$ cat src/rtl/core/tcu_pkg.sv
// Shared types, codes and widths for the terminal cursor and tab unit.
package tcu_pkg;

  localparam int OP_W    = 3;
  localparam int CNT_W   = 16;
  localparam int POS_W   = 8;
  localparam int SCAN_W  = 9;
  localparam int CFG_W   = 9;
  localparam int CFG_IDX_W = 2;

  // operation codes
  localparam logic [OP_W-1:0] OP_FWD_TAB   = 3'd0;
  localparam logic [OP_W-1:0] OP_BACK_TAB  = 3'd1;
  localparam logic [OP_W-1:0] OP_CLR_STOP  = 3'd2;
  localparam logic [OP_W-1:0] OP_CLR_ALL   = 3'd3;
  localparam logic [OP_W-1:0] OP_NEXT_LINE = 3'd4;
  localparam logic [OP_W-1:0] OP_PREV_LINE = 3'd5;
  localparam logic [OP_W-1:0] OP_SET_STOP  = 3'd6;
  localparam logic [OP_W-1:0] OP_SET_CUR   = 3'd7;

  // configuration register indexes
  localparam logic [CFG_IDX_W-1:0] CFG_COLUMNS = 2'd0;
  localparam logic [CFG_IDX_W-1:0] CFG_ROWS    = 2'd1;

  localparam logic [CFG_W-1:0] COLUMNS_RST = 9'd80;
  localparam logic [CFG_W-1:0] ROWS_RST    = 9'd24;

  typedef struct packed {
    logic load;       // latch an accepted request, prime the first map read
    logic apply;      // single-cycle cursor / stop update
    logic scan_f;     // forward stop walk
    logic scan_b;     // backward stop walk
    logic sweep;      // write one map entry per cycle
    logic sweep_pat;  // sweep writes the power-on stop pattern, else zero
    logic out_load;   // copy cursor into the output register
  } cmd_t;

  typedef struct packed {
    logic col_zero;
    logic scan_fin;
    logic sweep_last;
  } stat_t;

endpackage

$ cat src/rtl/core/tcu_in_if.sv
// Request channel: operation and its arguments.
interface tcu_in_if;
  logic                          valid;
  logic                          ready;
  logic [tcu_pkg::OP_W-1:0]      operation;
  logic [tcu_pkg::CNT_W-1:0]     count;
  logic [tcu_pkg::POS_W-1:0]     target_row;
  logic [tcu_pkg::POS_W-1:0]     target_col;

  modport source (output valid, operation, count, target_row, target_col, input ready);
  modport sink   (input valid, operation, count, target_row, target_col, output ready);
endinterface

$ cat src/rtl/core/tcu_out_if.sv
// Result channel: cursor position after each request.
interface tcu_out_if;
  logic                      valid;
  logic                      ready;
  logic [tcu_pkg::POS_W-1:0] row_now;
  logic [tcu_pkg::POS_W-1:0] col_now;

  modport source (output valid, row_now, col_now, input ready);
  modport sink   (input valid, row_now, col_now, output ready);
endinterface

$ cat src/rtl/core/tcu_cfg_if.sv
// Configuration write channel: register index and data.
interface tcu_cfg_if;
  logic                          valid;
  logic                          ready;
  logic [tcu_pkg::CFG_IDX_W-1:0] index;
  logic [tcu_pkg::CFG_W-1:0]     data;

  modport source (output valid, index, data, input ready);
  modport sink   (input valid, index, data, output ready);
endinterface

$ cat src/rtl/core/tcu_ctrl.sv
// Sequencer for the cursor and tab unit: request intake, walks, sweeps, result hand-off.
module tcu_ctrl (
  input  logic                     clk,
  input  logic                     rst_n,
  input  logic                     in_valid,
  input  logic [tcu_pkg::OP_W-1:0] in_op,
  output logic                     in_ready,
  input  logic                     out_ready,
  output logic                     out_valid,
  input  tcu_pkg::stat_t           stat,
  output tcu_pkg::cmd_t            cmd
);

  localparam logic [2:0] S_INIT  = 3'd0;
  localparam logic [2:0] S_IDLE  = 3'd1;
  localparam logic [2:0] S_APPLY = 3'd2;
  localparam logic [2:0] S_SCANF = 3'd3;
  localparam logic [2:0] S_SCANB = 3'd4;
  localparam logic [2:0] S_WIPE  = 3'd5;
  localparam logic [2:0] S_DONE  = 3'd6;

  logic [2:0] state_r, state_nxt;
  logic       out_valid_r, out_valid_nxt;

  always_comb begin
    state_nxt = state_r;
    cmd       = '0;
    in_ready  = 1'b0;
    unique case (state_r)
      S_INIT: begin
        cmd.sweep     = 1'b1;
        cmd.sweep_pat = 1'b1;
        if (stat.sweep_last) state_nxt = S_IDLE;
      end
      S_IDLE: begin
        in_ready = 1'b1;
        if (in_valid) begin
          cmd.load = 1'b1;
          unique case (in_op)
            tcu_pkg::OP_FWD_TAB:  state_nxt = S_SCANF;
            tcu_pkg::OP_BACK_TAB: state_nxt = stat.col_zero ? S_DONE : S_SCANB;
            tcu_pkg::OP_CLR_ALL:  state_nxt = S_WIPE;
            default:              state_nxt = S_APPLY;
          endcase
        end
      end
      S_APPLY: begin
        cmd.apply = 1'b1;
        state_nxt = S_DONE;
      end
      S_SCANF: begin
        cmd.scan_f = 1'b1;
        if (stat.scan_fin) state_nxt = S_DONE;
      end
      S_SCANB: begin
        cmd.scan_b = 1'b1;
        if (stat.scan_fin) state_nxt = S_DONE;
      end
      S_WIPE: begin
        cmd.sweep = 1'b1;
        if (stat.sweep_last) state_nxt = S_DONE;
      end
      S_DONE: begin
        if (!out_valid_r || out_ready) begin
          cmd.out_load = 1'b1;
          state_nxt    = S_IDLE;
        end
      end
      default: state_nxt = S_INIT;
    endcase
  end

  always_comb begin
    if (cmd.out_load)   out_valid_nxt = 1'b1;
    else if (out_ready) out_valid_nxt = 1'b0;
    else                out_valid_nxt = out_valid_r;
  end

  always_ff @(posedge clk) begin
    if (!rst_n) begin
      state_r     <= S_INIT;
      out_valid_r <= 1'b0;
    end else begin
      state_r     <= state_nxt;
      out_valid_r <= out_valid_nxt;
    end
  end

  assign out_valid = out_valid_r;

endmodule

$ cat src/rtl/core/tcu_datapath.sv
// Cursor registers, tab-stop map memory, stop walker and result register.
module tcu_datapath #(
  parameter int MAX_COLUMNS = 256,
  parameter int MAX_ROWS    = 256
) (
  input  logic                          clk,
  input  logic                          rst_n,
  input  tcu_pkg::cmd_t                 cmd,
  output tcu_pkg::stat_t                stat,
  input  logic [tcu_pkg::OP_W-1:0]      in_op,
  input  logic [tcu_pkg::CNT_W-1:0]     in_count,
  input  logic [tcu_pkg::POS_W-1:0]     in_trow,
  input  logic [tcu_pkg::POS_W-1:0]     in_tcol,
  input  logic                          cfg_we,
  input  logic [tcu_pkg::CFG_IDX_W-1:0] cfg_idx,
  input  logic [tcu_pkg::CFG_W-1:0]     cfg_data,
  output logic [tcu_pkg::POS_W-1:0]     out_row,
  output logic [tcu_pkg::POS_W-1:0]     out_col
);

  localparam int MAP_DEPTH = (MAX_COLUMNS < 256) ? MAX_COLUMNS : 256;
  localparam int ROW_TOP   = (MAX_ROWS < 256) ? MAX_ROWS : 256;
  localparam int MAP_AW    = $clog2(MAP_DEPTH);
  localparam logic [tcu_pkg::SCAN_W-1:0] MAP_LIM = tcu_pkg::SCAN_W'(MAP_DEPTH);
  localparam logic [tcu_pkg::CFG_W-1:0]  ROW_LIM = tcu_pkg::CFG_W'(ROW_TOP);
  localparam logic [MAP_AW-1:0]          SW_LAST = MAP_AW'(MAP_DEPTH - 1);
  localparam int SUM_W = tcu_pkg::CNT_W + 1;

  logic [tcu_pkg::CFG_W-1:0]  cfg_cols_r, cfg_rows_r;
  logic [tcu_pkg::POS_W-1:0]  col_r, col_nxt, row_r, row_nxt;
  logic [tcu_pkg::OP_W-1:0]   op_r;
  logic [tcu_pkg::CNT_W-1:0]  rem_r, rem_nxt;
  logic [tcu_pkg::POS_W-1:0]  trow_r, tcol_r;
  logic [tcu_pkg::SCAN_W-1:0] chk_r, chk_nxt;
  logic [MAP_AW-1:0]          sw_r;
  logic [tcu_pkg::POS_W-1:0]  out_row_r, out_col_r;

  logic                       map_mem [MAP_DEPTH];
  logic                       rd_q_r;
  logic                       rd_en, wr_en, wr_data;
  logic [tcu_pkg::SCAN_W-1:0] rd_addr9;
  logic [MAP_AW-1:0]          wr_addr;

  logic [tcu_pkg::CFG_W-1:0]  cols_eff, rows_eff, cols_m1, rows_m1;
  logic [tcu_pkg::SCAN_W-1:0] col_p1, col_m1, chk_p1, chk_m1;
  logic [SUM_W-1:0]           row_sum;
  logic [tcu_pkg::CNT_W-1:0]  n_eff;
  logic                       at_end, hit, fin;

  always_comb begin
    if (cfg_cols_r == '0)        cols_eff = tcu_pkg::CFG_W'(1);
    else if (cfg_cols_r > MAP_LIM) cols_eff = MAP_LIM;
    else                         cols_eff = cfg_cols_r;
    if (cfg_rows_r == '0)        rows_eff = tcu_pkg::CFG_W'(1);
    else if (cfg_rows_r > ROW_LIM) rows_eff = ROW_LIM;
    else                         rows_eff = cfg_rows_r;
  end

  assign cols_m1 = cols_eff - tcu_pkg::CFG_W'(1);
  assign rows_m1 = rows_eff - tcu_pkg::CFG_W'(1);
  assign col_p1  = {1'b0, col_r} + tcu_pkg::SCAN_W'(1);
  assign col_m1  = {1'b0, col_r} - tcu_pkg::SCAN_W'(1);
  assign chk_p1  = chk_r + tcu_pkg::SCAN_W'(1);
  assign chk_m1  = chk_r - tcu_pkg::SCAN_W'(1);
  assign row_sum = SUM_W'(row_r) + SUM_W'(rem_r);
  assign n_eff   = (in_count == '0) ? tcu_pkg::CNT_W'(1) : in_count;

  // one column is checked per cycle; rd_q_r holds the map bit of chk_r
  always_comb begin
    at_end = 1'b0;
    hit    = 1'b0;
    fin    = 1'b0;
    if (cmd.scan_b) begin
      hit = (chk_r < MAP_LIM) && rd_q_r;
      fin = (hit && rem_r == tcu_pkg::CNT_W'(1)) || (chk_r == '0);
    end else begin
      at_end = chk_r >= cols_eff;
      hit    = !at_end && rd_q_r;
      fin    = at_end || (hit && rem_r == tcu_pkg::CNT_W'(1));
    end
  end

  always_comb begin
    col_nxt  = col_r;
    row_nxt  = row_r;
    rem_nxt  = rem_r;
    chk_nxt  = chk_r;
    rd_en    = 1'b0;
    rd_addr9 = chk_p1;
    wr_en    = 1'b0;
    wr_addr  = sw_r;
    wr_data  = 1'b0;

    if (cmd.load) begin
      rem_nxt = n_eff;
      if (in_op == tcu_pkg::OP_BACK_TAB) begin
        chk_nxt  = col_m1;
        rd_addr9 = col_m1;
        rd_en    = (col_r != '0) && (col_m1 < MAP_LIM);
      end else begin
        chk_nxt  = col_p1;
        rd_addr9 = col_p1;
        rd_en    = col_p1 < MAP_LIM;
      end
    end

    if (cmd.scan_f) begin
      if (at_end) col_nxt = cols_m1[tcu_pkg::POS_W-1:0];
      else if (hit) begin
        col_nxt = chk_r[tcu_pkg::POS_W-1:0];
        rem_nxt = rem_r - tcu_pkg::CNT_W'(1);
      end
      chk_nxt  = chk_p1;
      rd_addr9 = chk_p1;
      rd_en    = chk_p1 < MAP_LIM;
    end

    if (cmd.scan_b) begin
      if (hit) begin
        col_nxt = chk_r[tcu_pkg::POS_W-1:0];
        rem_nxt = rem_r - tcu_pkg::CNT_W'(1);
      end else if (chk_r == '0) begin
        col_nxt = '0;
      end
      chk_nxt  = chk_m1;
      rd_addr9 = chk_m1;
      rd_en    = (chk_r != '0) && (chk_m1 < MAP_LIM);
    end

    if (cmd.sweep) begin
      wr_en   = 1'b1;
      wr_addr = sw_r;
      wr_data = cmd.sweep_pat && (sw_r[2:0] == 3'd0);
    end

    if (cmd.apply) begin
      case (op_r)
        tcu_pkg::OP_CLR_STOP, tcu_pkg::OP_SET_STOP: begin
          // stops off the visible screen are left alone
          wr_en   = {1'b0, col_r} < cols_eff;
          wr_addr = col_r[MAP_AW-1:0];
          wr_data = (op_r == tcu_pkg::OP_SET_STOP);
        end
        tcu_pkg::OP_NEXT_LINE: begin
          row_nxt = (row_sum < SUM_W'(rows_m1)) ? row_sum[tcu_pkg::POS_W-1:0]
                                                 : rows_m1[tcu_pkg::POS_W-1:0];
          col_nxt = '0;
        end
        tcu_pkg::OP_PREV_LINE: begin
          row_nxt = (tcu_pkg::CNT_W'(row_r) > rem_r)
                    ? row_r - rem_r[tcu_pkg::POS_W-1:0] : '0;
          col_nxt = '0;
        end
        tcu_pkg::OP_SET_CUR: begin
          row_nxt = ({1'b0, trow_r} < rows_m1) ? trow_r : rows_m1[tcu_pkg::POS_W-1:0];
          col_nxt = ({1'b0, tcol_r} < cols_m1) ? tcol_r : cols_m1[tcu_pkg::POS_W-1:0];
        end
        default: ;
      endcase
    end
  end

  always_ff @(posedge clk) begin
    if (wr_en) map_mem[wr_addr] <= wr_data;
    if (rd_en) rd_q_r <= map_mem[rd_addr9[MAP_AW-1:0]];
  end

  always_ff @(posedge clk) begin
    if (!rst_n) begin
      cfg_cols_r <= tcu_pkg::COLUMNS_RST;
      cfg_rows_r <= tcu_pkg::ROWS_RST;
      col_r      <= '0;
      row_r      <= '0;
      sw_r       <= '0;
    end else begin
      if (cfg_we && cfg_idx == tcu_pkg::CFG_COLUMNS) cfg_cols_r <= cfg_data;
      if (cfg_we && cfg_idx == tcu_pkg::CFG_ROWS)    cfg_rows_r <= cfg_data;
      col_r <= col_nxt;
      row_r <= row_nxt;
      if (cmd.sweep) sw_r <= (sw_r == SW_LAST) ? '0 : sw_r + MAP_AW'(1);
    end
  end

  always_ff @(posedge clk) begin
    rem_r <= rem_nxt;
    chk_r <= chk_nxt;
    if (cmd.load) begin
      op_r   <= in_op;
      trow_r <= in_trow;
      tcol_r <= in_tcol;
    end
    if (cmd.out_load) begin
      out_row_r <= row_r;
      out_col_r <= col_r;
    end
  end

  assign stat.col_zero   = (col_r == '0);
  assign stat.scan_fin   = fin;
  assign stat.sweep_last = (sw_r == SW_LAST);
  assign out_row = out_row_r;
  assign out_col = out_col_r;

endmodule

$ cat src/rtl/core/terminal_cursor_tab_unit.sv
// Top level of the terminal cursor and tab-stop unit.
// Usage:
//   in_chan  : one request per accepted valid/ready beat: operation, count,
//              target_row, target_col. Accepted only while the unit is idle.
//   out_chan : one result per request: cursor row and column afterwards.
//   cfg_chan : register writes (index 0 columns in use, 1 rows in use);
//              always ready, other indexes ignored. Write only while idle.
// Request handling, accept to result valid:
//   stop set/clear, line moves and set cursor go through the update state;
//   a back tab from column 0 goes straight to the result. Forward/back tab:
//   one column checked per cycle, set by the single read port of the map;
//   forward walks are bounded by the screen width, backward walks by the
//   cursor column. Clear all stops: all MAX_COLUMNS (capped at 256) map
//   entries are cleared, one map entry written per cycle.
// Reset: cursor goes to 0,0 and the map is filled with a stop every eighth
//   column, one entry per cycle, over all MAX_COLUMNS (capped at 256) entries,
//   with in_chan.ready low.
// A result held in the output register does not block the next request;
//   only the completion of that next request waits for out_chan.ready.
module terminal_cursor_tab_unit #(
  parameter int MAX_COLUMNS = 256,
  parameter int MAX_ROWS    = 256
) (
  input  logic       clk,
  input  logic       rst_n,
  tcu_in_if.sink     in_chan,
  tcu_out_if.source  out_chan,
  tcu_cfg_if.sink    cfg_chan
);

  tcu_pkg::cmd_t  cmd;
  tcu_pkg::stat_t stat;

  assign cfg_chan.ready = 1'b1;

  tcu_ctrl u_ctrl (
    .clk       (clk),
    .rst_n     (rst_n),
    .in_valid  (in_chan.valid),
    .in_op     (in_chan.operation),
    .in_ready  (in_chan.ready),
    .out_ready (out_chan.ready),
    .out_valid (out_chan.valid),
    .stat      (stat),
    .cmd       (cmd)
  );

  tcu_datapath #(
    .MAX_COLUMNS (MAX_COLUMNS),
    .MAX_ROWS    (MAX_ROWS)
  ) u_dp (
    .clk      (clk),
    .rst_n    (rst_n),
    .cmd      (cmd),
    .stat     (stat),
    .in_op    (in_chan.operation),
    .in_count (in_chan.count),
    .in_trow  (in_chan.target_row),
    .in_tcol  (in_chan.target_col),
    .cfg_we   (cfg_chan.valid),
    .cfg_idx  (cfg_chan.index),
    .cfg_data (cfg_chan.data),
    .out_row  (out_chan.row_now),
    .out_col  (out_chan.col_now)
  );

  // a request is never taken while an earlier one is still being worked
  a_accept_idle: assert property (@(posedge clk) disable iff (!rst_n)
    (in_chan.valid && in_chan.ready) |-> !(cmd.scan_f || cmd.scan_b || cmd.apply || cmd.sweep))
    else $error("request accepted while busy");

  // the output register is only overwritten when empty or being drained
  a_no_overwrite: assert property (@(posedge clk) disable iff (!rst_n)
    cmd.out_load |-> (!out_chan.valid || out_chan.ready))
    else $error("result overwritten before taken");

  a_load_shows: assert property (@(posedge clk) disable iff (!rst_n)
    cmd.out_load |=> out_chan.valid)
    else $error("loaded result not presented");

  // a walk never runs together with a map write
  a_walk_excl: assert property (@(posedge clk) disable iff (!rst_n)
    (cmd.scan_f || cmd.scan_b) |-> !(cmd.sweep || cmd.apply || cmd.load))
    else $error("walk overlaps another map access");

endmodule

$ cat src/flat_wrapper.sv
// flat-port wrapper written by rule: the top's interface ports become plain ports
module terminal_cursor_tab_unit_flat 
#(
  parameter int MAX_COLUMNS = 256,
  parameter int MAX_ROWS    = 256
)
  (clk, rst_n, in_chan_valid, in_chan_operation, in_chan_count, in_chan_target_row, in_chan_target_col, in_chan_ready, out_chan_valid, out_chan_row_now, out_chan_col_now, out_chan_ready, cfg_chan_valid, cfg_chan_index, cfg_chan_data, cfg_chan_ready);
  tcu_in_if in_chan_i ();
  tcu_out_if out_chan_i ();
  tcu_cfg_if cfg_chan_i ();
  input  logic clk;
  input  logic rst_n;
  input wire logic [$bits(in_chan_i.valid)-1:0] in_chan_valid;
  input wire logic [$bits(in_chan_i.operation)-1:0] in_chan_operation;
  input wire logic [$bits(in_chan_i.count)-1:0] in_chan_count;
  input wire logic [$bits(in_chan_i.target_row)-1:0] in_chan_target_row;
  input wire logic [$bits(in_chan_i.target_col)-1:0] in_chan_target_col;
  output wire logic [$bits(in_chan_i.ready)-1:0] in_chan_ready;
  output wire logic [$bits(out_chan_i.valid)-1:0] out_chan_valid;
  output wire logic [$bits(out_chan_i.row_now)-1:0] out_chan_row_now;
  output wire logic [$bits(out_chan_i.col_now)-1:0] out_chan_col_now;
  input wire logic [$bits(out_chan_i.ready)-1:0] out_chan_ready;
  input wire logic [$bits(cfg_chan_i.valid)-1:0] cfg_chan_valid;
  input wire logic [$bits(cfg_chan_i.index)-1:0] cfg_chan_index;
  input wire logic [$bits(cfg_chan_i.data)-1:0] cfg_chan_data;
  output wire logic [$bits(cfg_chan_i.ready)-1:0] cfg_chan_ready;
  assign in_chan_i.valid = in_chan_valid;
  assign in_chan_i.operation = in_chan_operation;
  assign in_chan_i.count = in_chan_count;
  assign in_chan_i.target_row = in_chan_target_row;
  assign in_chan_i.target_col = in_chan_target_col;
  assign in_chan_ready = in_chan_i.ready;
  assign out_chan_valid = out_chan_i.valid;
  assign out_chan_row_now = out_chan_i.row_now;
  assign out_chan_col_now = out_chan_i.col_now;
  assign out_chan_i.ready = out_chan_ready;
  assign cfg_chan_i.valid = cfg_chan_valid;
  assign cfg_chan_i.index = cfg_chan_index;
  assign cfg_chan_i.data = cfg_chan_data;
  assign cfg_chan_ready = cfg_chan_i.ready;
  terminal_cursor_tab_unit #(.MAX_COLUMNS(MAX_COLUMNS), .MAX_ROWS(MAX_ROWS)) u_core (.clk(clk), .rst_n(rst_n), .in_chan(in_chan_i), .out_chan(out_chan_i), .cfg_chan(cfg_chan_i));
endmodule
$ cat config.mk
export PLATFORM = sky130hd
export DESIGN_NAME = terminal_cursor_tab_unit_flat
export DESIGN_NICKNAME = d
export VERILOG_FILES = /design/src/rtl/core/tcu_pkg.sv /design/src/rtl/core/tcu_in_if.sv /design/src/rtl/core/tcu_out_if.sv /design/src/rtl/core/tcu_cfg_if.sv /design/src/rtl/core/tcu_ctrl.sv /design/src/rtl/core/tcu_datapath.sv /design/src/rtl/core/terminal_cursor_tab_unit.sv /design/src/flat_wrapper.sv
export SDC_FILE = /design/constraint.sdc
export NUM_CORES = 1
export LEC_CHECK = 0
export ABC_AREA = 1
export BUFFER_PORTS_ARGS = -buffer_cell sky130_fd_sc_hd__clkbuf_2
export CORE_UTILIZATION = 60
export CTS_CLUSTER_DIAMETER = 30
export DETAILED_ROUTE_END_ITERATION = 10
export PLACE_DENSITY = 0.77
export SETUP_SLACK_MARGIN = 0.02
export SYNTH_ARGS = -nofsm -noshare
export SYNTH_HDL_FRONTEND = slang
export SYNTH_SLANG_ARGS = --single-unit
$ cat constraint.sdc
create_clock -name clk -period 11.5 [get_ports clk]
set_input_delay 1.15 -clock clk [delete_from_list [all_inputs] [get_ports clk]]
set_output_delay 1.15 -clock clk [all_outputs]
set_load 0.01 [all_outputs]
# --- After elaboration in Yosys (flattened, before gate mapping) ---
# Memories as Yosys holds them, arrays and structs flattened. A register that Yosys moved wholly into a read port is not among the register bits.
# Index checks and enable logic that the tools add are counted.
op_classes:
  n_addsub: 10
  n_lt_le_gt_ge: 13
  n_eq_ne: 21
  n_mux: 69
  n_reduce_logical: 34
ops:
  columns: ["cell", "n"]
  rows:
  - ["$mux W8", 17]
  - ["$mux W16", 7]
  - ["$mux W9", 8]
  - ["$lt A9 B9 Y1 const B", 5]
  - ["$logic_not A9 Y1", 3]
  - ["$lt A8 B9 Y1", 3]
  - ["$mux W1", 27]
  - ["$sub A9 B1 Y9 const B", 3]
  - ["$pmux W8 S3", 1]
  - ["$eq A3 B3 Y1 const B", 7]
  - ["$gt A9 B9 Y1 const B", 2]
  - ["$pmux W3 S6", 1]
  - ["$add A8 B16 Y17", 1]
  - ["$lt A17 B9 Y1", 1]
  - ["$eq A16 B1 Y1 const B", 1]
  - ["$gt A8 B16 Y1", 1]
  - ["$logic_not A16 Y1", 1]
  - ["$pmux W8 S2", 1]
  - ["$sub A16 B1 Y16 const B", 1]
  - ["$mux W3", 5]
  - ["$eq A3 B2 Y1 const B", 4]
  - ["$add A8 B1 Y9 const B", 1]
  - ["$add A9 B1 Y9 const B", 1]
  - ["$ge A9 B9 Y1", 1]
  - ["23 further kinds", 44]
totals:
  reg_bits: 106
  mem_bits_rw: 256
  input_bits: 51
  memories: 1
memory_table:
  columns: ["name", "words", "width", "read_ports", "rd_ports_with_merged_regs", "write_ports", "line_no", "rtl"]
  rows:
  - ["u_core.u_dp.map_mem", 256, 1, 1, 1, 1, "tcu_datapath.sv:38", "logic map_mem [MAP_DEPTH];"]

# --- Depth between registers and ports, before layout ---
logic_depth:
  word_depth: 15
  ltp_mapped: 22

# --- Hierarchy ---
# From an unflattened synthesis, not the netlist that was laid out.
unflattened:
  hier_cells: 2608
  hier_area_um2: 21111.5
by_module_without_submodules:
  columns: ["module", "n_inst", "cells_per_inst", "area_per_inst_um2", "seq_area_each_um2"]
  rows:
  - ["tcu_datapath", 1, 2530, 20701.1, 10199.8]
  - ["tcu_ctrl", 1, 76, 399.1, 80.1]
  - ["terminal_cursor_tab_unit", 1, 2, 11.3, 0.0]

# --- Least setup slack after synthesis ---
# Ideal clock, no wire load.
synth_path:
  path_kind: "reg2reg"
  startpoint: "register u_core.u_ctrl.state_r[1]"
  endpoint: "memory u_core.u_dp.map_mem[0] (data pin)"
  setup_time_ns: 0.823
  arrival_ns: 3.847
  required_time_ns: 10.677
  path_slack_ns: 6.831
  path_stages_with_launch: 6
  path_buffers: 0
  path_cell_list: "dfxtp_1 -> nor2_4 -> inv_1 -> nor2_1 -> nand3_1 -> nand2_1"
synth_between:
  elab_chain_cells: 6
  elab_cells_between_ends: 11
synth_lines:
  columns: ["element", "line_no", "rtl"]
  rows:
  - ["start, declared", "tcu_ctrl.sv:22", "logic [2:0] state_r, state_nxt;"]
  - ["start signal, assigned", "tcu_ctrl.sv:84", "state_r <= state_nxt;"]
  - ["$eq A3 B3 Y1 / $logic_not A3 Y1 (equally long branches)", "tcu_ctrl.sv:29", "unique case (state_r)"]
  - ["$reduce_or A2 Y1 (no line) / $mux W1 (equally long branches)", null, null]
  - ["$mux W1 / $logic_and A1 B1 Y1 (equally long branches)", "tcu_ctrl.sv:29, tcu_datapath.sv:133", null]
  - ["$mux W1", "tcu_datapath.sv:130", "if (cmd.sweep) begin"]
  - ["$mux W1", "tcu_datapath.sv:137", "case (op_r)"]
  - ["$mux W1 *", "tcu_datapath.sv:136", "if (cmd.apply) begin"]
  - ["net u_core.u_dp.wr_data", "tcu_datapath.sv:40", "logic rd_en, wr_en, wr_data;"]
  - ["end, declared", "tcu_datapath.sv:38", null]
# The timed path passes the listed nets; every way through them passes the cells marked *.

# --- Final worst setup path ---
layout_path:
  startpoint: "register u_core.u_ctrl.state_r[0]"
  endpoint: "register u_core.u_dp.rd_q_r, read port of u_core.u_dp.map_mem (data pin)"
layout_between:
  elab_chain_cells: 5
  elab_cells_between_ends: 12
layout_lines:
  columns: ["element", "line_no", "rtl"]
  rows:
  - ["$eq A3 B1 Y1", "tcu_ctrl.sv:29", null]
  - ["$mux W1", "tcu_ctrl.sv:29", null]
  - ["$mux W8 / $mux W1 (equally long branches)", "tcu_datapath.sv:94", "if (cmd.load) begin"]
  - ["$mux W8 / $mux W1 (equally long branches)", "tcu_datapath.sv:107", "if (cmd.scan_f) begin"]
  - ["$mux W8 / $mux W1 (equally long branches)", "tcu_datapath.sv:118", "if (cmd.scan_b) begin"]
  - ["end, declared", "tcu_datapath.sv:39", "logic rd_q_r;"]
# Parallel ways exist; a longest one is shown, timed or not.
# A chain may end at the register's enable or synchronous reset.

==> results.md <==
* Status: complete, no violations
* Clock latency on the worst-skew pair at 0.60 ns
* Initial antenna violation count at 0
* Pwr/cell area at 278 nW/µm²
* Switching pwr at 2.64 mW
* Row count at 67
* Distinct cell type count after synthesis at 54
* Worst-case clock buffer depth at 3
* Mapped Cells at 2577
* Worst reg2reg path depth at 15
* CP Launch Point: u_core.u_ctrl.state_r[0]
* Critical Path RT at 11.96 ns
* Max-slew violation count at 0
* Layout cell share with drive strength beyond 1 at 0.0885
* Final WL at 57.5 mm
* Area Growth Syn to Fin at 14.5%
* Largest net degree at the start of global routing at 139
* Post-synth ARST share at 0
* Clock slew at reported path FFs at 0.05 ns
* Final #Nets at 2732
* Per-cell routed wire length at 18.4 µm
* Number of cells upsized or downsized after cts at 0
* CTS root buf: clkbuf_16
* Main area contributors after synthesis: edfxtp_1 (44%), nand2_1 (14%), nor2_1 (7.3%), dfxtp_1 (6.0%), nand3_1 (5.4%)
* Full die area at 35000 µm²
* Placed inst area at 21000 µm²
* Sw Share at 0.404
* TritonCTS clock tree: built
* Final min period at 4.83 ns
* Primary FF master, synth: edfxtp_1
* Leakage at 9.76 nW
* Finished Cell Area at 23500 µm²
* First-pass GRT wire length at 91.0 mm
* Vias per Instance at 5.76
* DP HPWL at 37.6 mm
* Number of I/O port buffers at 68
* Vias at 18000
* CP max stage delay at 0.83 ns
* IO Pins at 70
* H-tree Lvls at 3
* Number of diodes at 0
* Post-synth net total at 2695
* Crit-path leading delay family: simple AND/OR/NAND/NOR gates
* Post-synth EDFFs at 301
* Tot GR Track Use at 0.332
* Critical Path End Type: register
* GRT overflow at 0
* Gp weighted congestion at 0.939
* Vias in the first global route at 17500
* Post-synthesis register bit count at 363
* Critical-path top delay cell: inv_2
* Sequential share of power at 0.299
* Clock power frac at 0.327
* Synth cell count leaders: nand2_1 (789), nor2_1 (402), edfxtp_1 (301)
* Final worst path period share at 0.420
* Startpoint types: register
* Syn_area_per_cell at 7.97 µm²
* Sum Neg Setup Slack at 0 ns
* RSZ-0062 raised after global routing: no
* Hold path start: u_core.u_dp.cfg_rows_r[6]
* Cell accounting for the most synthesized area: edfxtp_1
* Routed Antenna Nets at 0
* WP depth at 15
* Max frequency at 207 MHz
* Core box area at 33600 µm²
* Combinational Power Share at 0.374
* Starting Density at 0.611
* Iter 0 DRT Violations at 1712
* 1st-pass router iterations at 6
* Hold depth at 2
* Hold_buf cts at 0
* Die X at 187 µm
* Most common cell in the synthesized netlist: nand2_1
* Worst Setup Path Type: reg2reg
* Sequential area share after synthesis at 0.500
* Rel. slew slack at 0.172
* YS warnings at 0
* Synth top area share at 0.440
* TritonCTS Buffers at 77
* Buf+Inv Stages, Crit Path at 3
* P_int at 3.91 mW
* Worst hold path type: reg2reg
* Die Y at 187 µm
* Postcts setup bufs at 0
* Worst VDD drop at 0.241 mV
* Final setup viols at 0
* Fin. Hold Viols at 0
* FF-to-FF Start: u_core.u_ctrl.state_r[0]
* CP Max Fanout at 65
* Clock Skew at 0.0264 ns
* CP dominant cell by count: nand3_1
* CTS Sinks at 363
* Measured slew at the worst slew-check pin at 1.24 ns
* Critical-path cell list: nand3_2 -> inv_2 -> nand3_1 -> nand2_4 -> nand2_2 -> buf_4 -> inv_2 -> nand2_1 -> nand3_1 -> nand3_1 -> nand3_1 -> nand3_1 -> nand3_1 -> nand3_1 -> nand2_1
* Mapped cell area at 20500 µm²
* Residual DRC count at 0
* Max cap viols at 0
* Worst path arrival time at 5.29 ns
[cells by family after synthesis]
group,count (synthesis),share of synthesized area
AO/OA/AOI/OAI,283,0.0783
XOR/XNOR,45,0.0192
adder cells (fa/ha/maj),67,0.0415
buffers and inverters,334,0.0667
flip-flops,363,0.500
other,1,0.000182
AND/OR/NAND/NOR,1484,0.294
[power by group through the flow]
stage	sequential (mW)	combinational, mW	clock (mW)
floorplan	2.00	1.78	0
global placement	1.97	2.30	0
detailed placement	1.97	2.37	0
CTS	1.95	2.40	2.16
global route	1.97	2.70	2.22
finish	1.96	2.45	2.14
[registers in the layout (all words and copies together), names as in the netlist, 9 cells and up]
signal                  count
u_core.u_dp.map_mem       256
u_core.u_dp.rem_r          16
u_core.u_dp.chk_r           9
u_core.u_dp.cfg_cols_r      9
u_core.u_dp.cfg_rows_r      9
[metrics by stage]
stage                      util  power [mW]  instances  setup WS, ns  hold slack [ns]
final                     0.700        6.55       3125          6.67            0.497
after global routing      0.700        6.89       3125          6.34            0.529
after CTS                 0.700        6.51       3125          6.82            0.499
after detailed placement  0.624        4.34       2983          6.34            0.492
after global placement    0.624        4.27       2983          6.50            0.492
after floorplan               -        3.77       2577          6.83            0.431
[area by class of cell]
type / instances / area, µm²
Inverter: 216 / 811
Fill cell: 2620 / 10100
Timing Repair Buffer: 76 / 400
Multi-Input combinational cell: 1880 / 8930
Clock inverter: 52 / 544
Clock buffer: 90 / 2010
Sequential cell: 363 / 10300
Tap cell: 448 / 561
[metal layers]
layer,GRT usage,share of wire
met2,0.579,0.50
met5,0,0
met4,0.181,0.051
met3,0.0589,0.074
met1,0.387,0.38
[cells in the final DEF (no fill, tap or decap), types with 41 or more instances in the layout]
| master | instances |
|---|---|
| nand3_1 | 222 |
| edfxtp_1 | 301 |
| xor2_1 | 41 |
| nand2_1 | 786 |
| o21ai_0 | 113 |
| dfxtp_1 | 62 |
| a21oi_1 | 96 |
| clkbuf_2 | 68 |
| nor2_1 | 402 |
| inv_1 | 207 |
| clkbuf_16 | 78 |
| ha_1 | 65 |
[worst reg2reg max path, stage by stage, from the launching register on]
cell and delay (ns):
dfxtp_1 0.65, nand3_2 0.56, inv_2 0.84, nand3_1 0.29, nand2_4 0.21, nand2_2 0.06, buf_4 0.31, inv_2 0.84
nand2_1 0.15, nand3_1 0.14, nand3_1 0.12, nand3_1 0.14, nand3_1 0.14, nand3_1 0.11, nand3_1 0.07, nand2_1 0.08
[worst paths after layout]
check	to	slack, ns
worst max-delay path	u_core.u_dp.rd_q_r	6.67
worst min-delay path	u_core.u_dp.cfg_rows_r[6]	0.50
worst max register to register	u_core.u_dp.rd_q_r	6.67
worst min register to register	u_core.u_dp.cfg_rows_r[6]	0.50
Note: power is estimated with default switching activity, not from simulation.
